===== src/hw/rtl/g23etd_pkg.sv =====
// Shared types, constants and syndrome table for the Golay (23,12) error trapping decoder.
package g23etd_pkg;

    localparam int unsigned WORD_W   = 23;
    localparam int unsigned PAR_W    = 11;
    localparam int unsigned DATA_W   = 12;
    localparam int unsigned CNT_W    = 5;
    localparam int unsigned WGT_W    = 4;
    localparam logic [CNT_W-1:0] LAST_STEP  = CNT_W'(WORD_W - 1);
    localparam logic [WGT_W-1:0] FIRST_LIMIT = WGT_W'(3);
    localparam logic [WGT_W-1:0] RETRY_LIMIT = WGT_W'(2);

    // Syndrome contribution of each data bit, indexed by bit position minus 11.
    localparam logic [PAR_W-1:0] DATA_ROWS [DATA_W] = '{
        11'h2e3, 11'h5c6, 11'h16f, 11'h2de, 11'h5bc, 11'h19b,
        11'h336, 11'h66c, 11'h63b, 11'h695, 11'h7c9, 11'h571
    };

    typedef enum logic {
        ST_IDLE,
        ST_RUN
    } t_state;

    typedef struct packed {
        logic [PAR_W-1:0] syndrome;
        logic             hit;
    } t_trial;

endpackage


===== src/hw/rtl/g23etd_trial.sv =====
// Shared trial unit: syndrome of one rotation and weight test against the pass limit.
module g23etd_trial (
    input  logic [g23etd_pkg::WORD_W-1:0] i_word,
    input  logic                          i_retry,
    output g23etd_pkg::t_trial            o_trial
);

    logic [g23etd_pkg::PAR_W-1:0] w_syn;
    logic [g23etd_pkg::WGT_W-1:0] w_wgt;
    logic [g23etd_pkg::WGT_W-1:0] w_limit;

    always_comb begin
        w_syn = i_word[g23etd_pkg::PAR_W-1:0];
        for (int k = 0; k < g23etd_pkg::DATA_W; k++) begin
            if (i_word[g23etd_pkg::PAR_W + k]) begin
                w_syn = w_syn ^ g23etd_pkg::DATA_ROWS[k];
            end
        end
    end

    always_comb begin
        w_wgt = '0;
        for (int k = 0; k < g23etd_pkg::PAR_W; k++) begin
            w_wgt = w_wgt + g23etd_pkg::WGT_W'(w_syn[k]);
        end
    end

    assign w_limit          = i_retry ? g23etd_pkg::RETRY_LIMIT : g23etd_pkg::FIRST_LIMIT;
    assign o_trial.syndrome = w_syn;
    assign o_trial.hit      = (w_wgt <= w_limit);

endmodule


===== src/hw/rtl/golay23_error_trapping_decoder.sv =====
// Golay (23,12) error trapping decoder: one trial rotation per cycle under a small sequencer,
// unless a stalled result holds the final trial; the trials run as passes of rotations, each a
// syndrome and weight test in the shared trial unit, and the result is registered.
// A new word is taken only in idle, so o_ready is low while a word is in work,
// and a stalled result holds the final trial until the output register frees up.
// Reset (i_rst_n low, synchronous) returns the sequencer to idle and clears o_valid.
module golay23_error_trapping_decoder (
    input  logic                          i_clk,
    input  logic                          i_rst_n,
    input  logic                          i_valid,
    output logic                          o_ready,
    input  logic [g23etd_pkg::WORD_W-1:0] i_received_word,
    output logic                          o_valid,
    input  logic                          i_ready,
    output logic [g23etd_pkg::WORD_W-1:0] o_corrected_word,
    output logic [g23etd_pkg::DATA_W-1:0] o_data_bits,
    output logic                          o_failed
);

    localparam int unsigned W = g23etd_pkg::WORD_W;

    g23etd_pkg::t_state         r_state, n_state;
    logic [W-1:0]               r_rx, n_rx;
    logic [W-1:0]               r_word, n_word;
    logic [g23etd_pkg::CNT_W-1:0] r_pass, n_pass;
    logic [g23etd_pkg::CNT_W-1:0] r_rot, n_rot;
    logic                       r_valid, n_valid;
    logic [W-1:0]               r_cw, n_cw;
    logic                       r_fail, n_fail;

    g23etd_pkg::t_trial         w_trial;
    logic                       w_take;
    logic                       w_out_free;
    logic                       w_last_rot;
    logic                       w_fail_now;
    logic                       w_done;
    logic [W-1:0]               w_fixed;
    logic [2*W-1:0]             w_dbl;

    g23etd_trial u_trial (
        .i_word  (r_word),
        .i_retry (r_pass != '0),
        .o_trial (w_trial)
    );

    assign w_take     = i_valid && (r_state == g23etd_pkg::ST_IDLE);
    assign w_out_free = !r_valid || i_ready;
    assign w_last_rot = (r_rot == g23etd_pkg::LAST_STEP);
    assign w_fail_now = !w_trial.hit && w_last_rot && (r_pass == g23etd_pkg::LAST_STEP);
    assign w_done     = (r_state == g23etd_pkg::ST_RUN) && (w_trial.hit || w_fail_now)
                        && w_out_free;

    // Rotate the trapped word back left by the rotation count.
    assign w_dbl   = {r_word ^ {{(W - g23etd_pkg::PAR_W){1'b0}}, w_trial.syndrome},
                      r_word ^ {{(W - g23etd_pkg::PAR_W){1'b0}}, w_trial.syndrome}} << r_rot;
    assign w_fixed = w_dbl[2*W-1:W];

    always_comb begin
        n_state = r_state;
        case (r_state)
            g23etd_pkg::ST_IDLE: begin
                if (w_take) begin
                    n_state = g23etd_pkg::ST_RUN;
                end
            end
            g23etd_pkg::ST_RUN: begin
                if (w_done) begin
                    n_state = g23etd_pkg::ST_IDLE;
                end
            end
            default: n_state = g23etd_pkg::ST_IDLE;
        endcase
    end

    always_comb begin
        n_rx    = r_rx;
        n_word  = r_word;
        n_pass  = r_pass;
        n_rot   = r_rot;
        n_valid = r_valid && !i_ready;
        n_cw    = r_cw;
        n_fail  = r_fail;
        case (r_state)
            g23etd_pkg::ST_IDLE: begin
                if (w_take) begin
                    n_rx   = i_received_word;
                    n_word = i_received_word;
                    n_pass = '0;
                    n_rot  = '0;
                end
            end
            g23etd_pkg::ST_RUN: begin
                if (w_trial.hit || w_fail_now) begin
                    // hold the trial until the output register frees up
                    if (w_out_free) begin
                        n_valid = 1'b1;
                        n_fail  = !w_trial.hit;
                        n_cw    = w_trial.hit ? w_fixed : '0;
                    end
                end else if (w_last_rot) begin
                    // next pass: flip bit (pass - 1) of the received word
                    n_pass = r_pass + 1'b1;
                    n_rot  = '0;
                    n_word = r_rx ^ (W'(1) << r_pass);
                end else begin
                    n_rot  = r_rot + 1'b1;
                    n_word = {r_word[0], r_word[W-1:1]};
                end
            end
            default: ;
        endcase
    end

    always_ff @(posedge i_clk) begin
        if (!i_rst_n) begin
            r_state <= g23etd_pkg::ST_IDLE;
            r_valid <= 1'b0;
        end else begin
            r_state <= n_state;
            r_valid <= n_valid;
        end
    end

    always_ff @(posedge i_clk) begin
        r_rx   <= n_rx;
        r_word <= n_word;
        r_pass <= n_pass;
        r_rot  <= n_rot;
        r_cw   <= n_cw;
        r_fail <= n_fail;
    end

    assign o_ready          = (r_state == g23etd_pkg::ST_IDLE);
    assign o_valid          = r_valid;
    assign o_corrected_word = r_cw;
    assign o_data_bits      = r_cw[W-1:g23etd_pkg::PAR_W];
    assign o_failed         = r_fail;

endmodule


===== config.mk =====
export PLATFORM = sky130hd
export DESIGN_NAME = golay23_error_trapping_decoder
export DESIGN_NICKNAME = d
export VERILOG_FILES = /design/src/hw/rtl/g23etd_pkg.sv /design/src/hw/rtl/g23etd_trial.sv /design/src/hw/rtl/golay23_error_trapping_decoder.sv
export SDC_FILE = /design/constraint.sdc
export NUM_CORES = 1
export LEC_CHECK = 0
export BUFFER_PORTS_ARGS = -buffer_cell sky130_fd_sc_hd__buf_2
export CORE_ASPECT_RATIO = 1.5
export CORE_MARGIN = 3
export CORE_UTILIZATION = 40
export DETAILED_ROUTE_END_ITERATION = 12
export SLEW_MARGIN = 15
export SYNTH_ARGS = -nofsm -noshare
export SYNTH_HDL_FRONTEND = slang
export SYNTH_SLANG_ARGS = --single-unit

===== constraint.sdc =====
create_clock -name i_clk -period 7.7 [get_ports i_clk]
set_input_delay 1.54 -clock i_clk [delete_from_list [all_inputs] [get_ports i_clk]]
set_output_delay 1.54 -clock i_clk [all_outputs]
set_load 0.05 [all_outputs]

==> results.md, run 1 <==
- Reg clk slew, reported paths: 0.06 ns
- Row Count: 57
- Period utilisation layout: 81.7%
- Hold Crit Class: reg -> reg
- Area of the multi-input gates: between 0.003 and 0.004 mm²
- FF+latch area: 0.00244 mm²
- Post-route ant nets: 0
- Synth Flop Type: edfxtp_1
- Worst-path cell chain: xor3_2 > xnor3_1 > xnor2_1 > ha_1 > fa_1 > inv_1 > fa_1 > inv_1 > fa_1 > ha_1 > fa_1 > nor3b_1 > nor3_1 > inv_1 > buf_4 > o21ai_0 > nand2_1 > nor2b_2 > buf_4
- Mapped Nets: 661
- Hold Vio Cnt, Final: 0
- Mean Syn Cell Area: 10.9 µm²
- Router iterations before antenna repair: 4
- Hold buffer count at CTS: 0
- DP HPWL: approximately 13000 µm
- Gpl congestion: 0.902
- CP Launch Point: r_word[17]
- DR DRC count: 0
- Slew Limit Fails: 0
- Chip width: 112 µm
- Peak fanout along the critical path: 25
- Worst hold path startpoint: o_valid
- Routed WL: ~16000 µm
- Vias in the first global route: between 4k and 5k
- Area Overhead vs Synth: 9.60%
- Status: finished clean
- Post-CTS setup buffer count: 0
- GR Overflow Total: 0
- ANT cells: 0
- Core area: 0.0163 mm²
- Unrepaired setup endpoints after global routing: false
- Initial antenna violation count: 0
- Post-Syn Instances: 614
- Crit Path Category: reg -> reg
- Yosys warns: 0
- Post-synth ARST share: 0%
- Final setup viols: 0
- CTS Root Cell: clkbuf_16
- Max-Cap Viols: 0
- Mapped cell area: 0.00670 mm²
- Crit path DAT: 6.30 ns
- Fmax: 159 MHz
- Seq/Total Area, Yosys: 36.4%
- Average wire per standard cell: 19.4 µm
- Number of flops mapped to enable cells by yosys: 80
- I/O pin cnt: 65
- First-pass GRT wire length: between 20000 and 30000 µm
- Max stage delay on crit path: 0.61 ns
- Fillers: 1503
- GRT Resource Usage Total: 18.4%
- Worst Path Required: 7.71 ns
- Critical Path Slowest Stage Cell: edfxtp_1
- DRT iter0 DRCs: 225
- Critical Path Source Type: flip-flop
- Yosys reg bits: 82
- H-tree Lvls: 3
- Crit path time final: 6.29 ns
- Via density: 5.54
- Post-CTS sizing: 0
- Routed vias: 4707
- Fin nets: just under 700
- Insertion delay to the later sink of the worst-skew pair: 0.34 ns
- Clock Path Buffers: 2
- Number of port buffers: 64
- Hold slack: around 0.56 ns
- Die height: about 160 µm
- Slew headroom: 43.2%
- R2r startpoint: r_word[17]
- Count of different cell masters after synthesis: 65
- Pin count of the biggest net entering global routing: 50
- Starting Density: a little over 40%
- CP dominant cell by count: fa_1
- DIE AREA: 0.0184 mm²
- Worst setup EP type: flip-flop
- Setup TNS: 0 ns
- Slew @ Worst Pin: 0.831 ns
- Cts bufs inserted: 9
- Sink Count: 82
- CTS tree: done
- Share of layout cells above drive strength 1: 23.4%
- Clk_skew: 0.0137 ns
worst paths after layout:
| path | endpoint | slack, ns | depth (start not counted) |
|---|---|---|---|
| min | o_valid | 0.56 | 2 |
| max | o_corrected_word[13] | 1.41 | 19 |
| max reg2reg | o_corrected_word[13] | 1.41 | 19 |
| min reg2reg | o_valid | 0.56 | 2 |
logic make-up (layout without fill, tap and decap cells):
logic type | count (synthesis) | after routing | synth area share, %
mux | 74 | 74 | 14.0
buf+inv | 79 | 109 | 5.75
simple gates | 159 | 159 | 10.6
compound gates | 117 | 117 | 11.7
flops | 82 | 82 | 36.4
fa+ha+maj | 20 | 20 | 4.41
xor+xnor | 83 | 83 | 17.1
cell usage in the layout, fill, tap and decap left out, types with 10 or more instances in the layout:
| master | Yosys | final |
|---|---|---|
| mux2i_1 | 30 | 30 |
| nand2_1 | 59 | 59 |
| inv_1 | 16 | 16 |
| edfxtp_1 | 80 | 80 |
| o21ai_0 | 33 | 33 |
| xor2_1 | 19 | 19 |
| buf_4 | 17 | 11 |
| nand3_1 | 17 | 17 |
| xnor3_1 | 15 | 15 |
| xnor2_1 | 33 | 33 |
| ha_1 | 14 | 14 |
| mux2_2 | 30 | 30 |
| a21oi_1 | 23 | 23 |
| buf_2 | 8 | 64 |
| nor2_1 | 43 | 43 |
| nor3_1 | 10 | 10 |
| mux4_2 | 12 | 12 |
stage by stage:
| step | setup slack [ns] | cell area (µm²) | instances | util (%) |
|---|---|---|---|---|
| 3_5_place_dp | 1.42 | 7050 | 834 | 43.2 |
| 5_1_grt | 1.03 | 7350 | 850 | 45.0 |
| 3_3_place_gp | 1.59 | 7050 | 834 | 43.2 |
| 6_report | 1.41 | 7350 | 850 | 45.0 |
| 4_1_cts | 1.42 | 7350 | 850 | 45.0 |
| 2_1_floorplan | 1.39 | 6700 | 614 | - |
cell usage after synthesis (all sizes together), types with 7 or more instances:
library cell	count	area [µm²]
nor2	43	161
edfxtp	80	2400
mux2	32	368
xnor2	38	382
nor3	10	50.1
a211o	7	61.3
buf	32	209
nand3	17	85.1
xor3	9	215
clkbuf	29	109
mux4	12	270
nand2	59	221
o21ai	36	180
ha	14	175
a21oi	24	124
mux2i	30	300
and2	11	68.8
xor2	19	166
inv	18	67.6
xnor3	17	385
worst max-delay path: cells and delay by family, from the launching register on:
family,cells,cell delay (ns)
DFF,1,0.61
AOI/OAI and AO/OA,1,0.10
buffers and inverters,5,0.71
and+or+nand+nor,4,1.05
adders and majority gates,6,2.38
xor gates and xnor gates,3,1.08
flip-flops by register name, summed over array words and instances (netlist names):
register,flops
r_pass,5
r_word,23
o_valid,1
o_failed,1
r_state,1
o_corrected_word,23
r_rx,23
r_rot,5
layout make-up:
| type | count | share of cell area [%] |
|---|---|---|
| multi-input cells | 453 | 52.8 |
| repair buffers | 75 | 5.48 |
| well taps | 206 | 3.51 |
| inverters | 18 | 0.920 |
| clock buffers | 11 | 3.17 |
| flip-flops and latches | 82 | 33.2 |
| clock inverters | 5 | 0.852 |
metal layers:
layer	GRT usage, %	vias up	share of wire, %
met5	0	-	0
met4	10.1	0	5.4
met3	2.57	46	3.3
met2	34.3	142	53
met1	19.8	2248	38
li1	-	2271	-
Power of run 1 is left out: the tool's default activity adds up to more than one toggle a clock period on the data nets, which glitch-free logic cannot reach.
==> inputs of run 2 (changes only) <==
- clock period: 7.7 -> 6.6 ns (I/O delays scaled with it)
==> results.md, run 2 (synthesis gave the netlist of run 1 again) <==
- Post-CTS sizing: 0
- GRT Resource Usage Total: between 15 and 20%
- Reg clk slew, reported paths: 0.07 ns
- Area of the multi-input gates: just under 0.004 mm²
- Router iterations before antenna repair: 5
- Die height: ~160 µm
- Most common cell after layout, fill and taps aside: edfxtp_1
- DP HPWL: 13000 µm
- GR Overflow Total: 0
- Starting Density: 41.0%
- Slew @ Worst Pin: 0.834 ns
- Clk_skew: approximately 0.0095 ns
- Chip width: around 110 µm
- Post-route ant nets: 0
- Most frequent cells in the layout: 80 x edfxtp_1, 64 x buf_2, 59 x nand2_1
- Cts bufs inserted: 9
- Vias in the first global route: 4806
- Slew Limit Fails: 0
- Max-Cap Viols: 0
- Critical Path Source Type: flip-flop
- DIE AREA: 0.0184 mm²
- First-pass GRT wire length: 26200 µm
- Number of port buffers: 64
- Fillers: ~1.5k
- Status: finished clean
- Pin count of the biggest net entering global routing: 50
- Initial antenna violation count: 0
- Hold Vio Cnt, Final: 0
- Area Overhead vs Synth: 9.43%
- Hold Crit Class: reg -> reg
- FF+latch area: around 0.0024 mm²
- Period utilisation layout: 93.8%
- Hold buffer count at CTS: 0
- Share of layout cells above drive strength 1: approximately a quarter
- Fin nets: 686
- CTS tree: done
- Post-CTS setup buffer count: 0
- Slew headroom: a little over two fifths
- Routed WL: 16300 µm
- Average wire per standard cell: 19.2 µm
- Worst Path Required: 6.67 ns
- Via density: between 5 and 6
- Sink Count: 82
- DRT iter0 DRCs: 194
- DR DRC count: 0
- Unrepaired setup endpoints after global routing: false
- Peak fanout along the critical path: 23
- CTS Root Cell: clkbuf_16
- Crit Path Category: reg -> reg
- Gpl congestion: about 0.89
- Worst setup EP type: flip-flop
- Clock Path Buffers: 2
- Row Count: 57
- ANT cells: 0
- Routed vias: 4751
- Insertion delay to the later sink of the worst-skew pair: around 0.34 ns
- I/O pin cnt: 65
- Core area: 0.0163 mm²
- Setup TNS: 0 ns
- H-tree Lvls: 3
- Fmax: 162 MHz
- Final setup viols: 0
- Crit path time final: 6.19 ns
- Crit path DAT: between 6 and 7 ns
==> run 2: cell count changes in the layout (fill, tap and decap cells not counted) <==
cell        previous run  this run
clkbuf_1               2         0
inv_6                  1         3
bufinv_16              1         0
clkinv_2               0         1
clkinvlp_4             2         1
inv_8                  0         1
==> run 2: worst max-delay path, cell delays in order, from the launching register on <==
cell and delay [ns]:
edfxtp_1 0.62, xor3_2 0.46, xnor3_1 0.47, xnor2_1 0.16
ha_1 0.30, fa_1 0.49, inv_1 0.05, fa_1 0.50
inv_1 0.05, fa_1 0.43, ha_1 0.23, fa_1 0.38
nor2_1 0.12, a21oi_1 0.05, nor3_1 0.68, inv_1 0.14
o21ai_0 0.11, nand2_1 0.15, o21a_1 0.24, buf_4 0.27
==> run 2: path summary, 6_finish.rpt <==
path,slack (ns),start,cells past startpoint,endpoint
hold / removal,0.56,o_valid,2,o_valid
setup / recovery,0.41,r_word[17],19,r_word[9]
hold reg to reg,0.56,o_valid,2,o_valid
setup reg to reg,0.41,r_word[17],19,r_word[9]
==> run 2: area by class of cell <==
class	count	share of cell area, %
Multi-Input combinational cell	453	52.9
Sequential cell	82	33.3
Timing Repair Buffer	75	5.49
Tap cell	206	3.51
Clock buffer	9	3.07
Inverter	18	0.921
Clock inverter	7	0.802
==> run 2: routing by layer <==
layer / share of wire, % / GRT usage (%)
met5: 0 / 0
met4: 4.2 / 8.30
met3: 4.0 / 2.27
met2: 55 / 34.4
met1: 37 / 19.8
==> run 2: metrics by stage <==
step | utilization [%] | worst slack (ns) | cell area, µm² | instances | hold WS, ns
CTS | 44.9 | 0.426 | 7330 | 850 | 0.563
floorplan | - | 0.292 | 6700 | 614 | 0.600
global placement | 43.2 | 0.635 | 7050 | 834 | 0.578
finish | 44.9 | 0.411 | 7330 | 850 | 0.565
detailed placement | 43.2 | 0.439 | 7050 | 834 | 0.549
global route | 44.9 | 0.0330 | 7330 | 850 | 0.620
Power of run 2 is left out for the same reason.
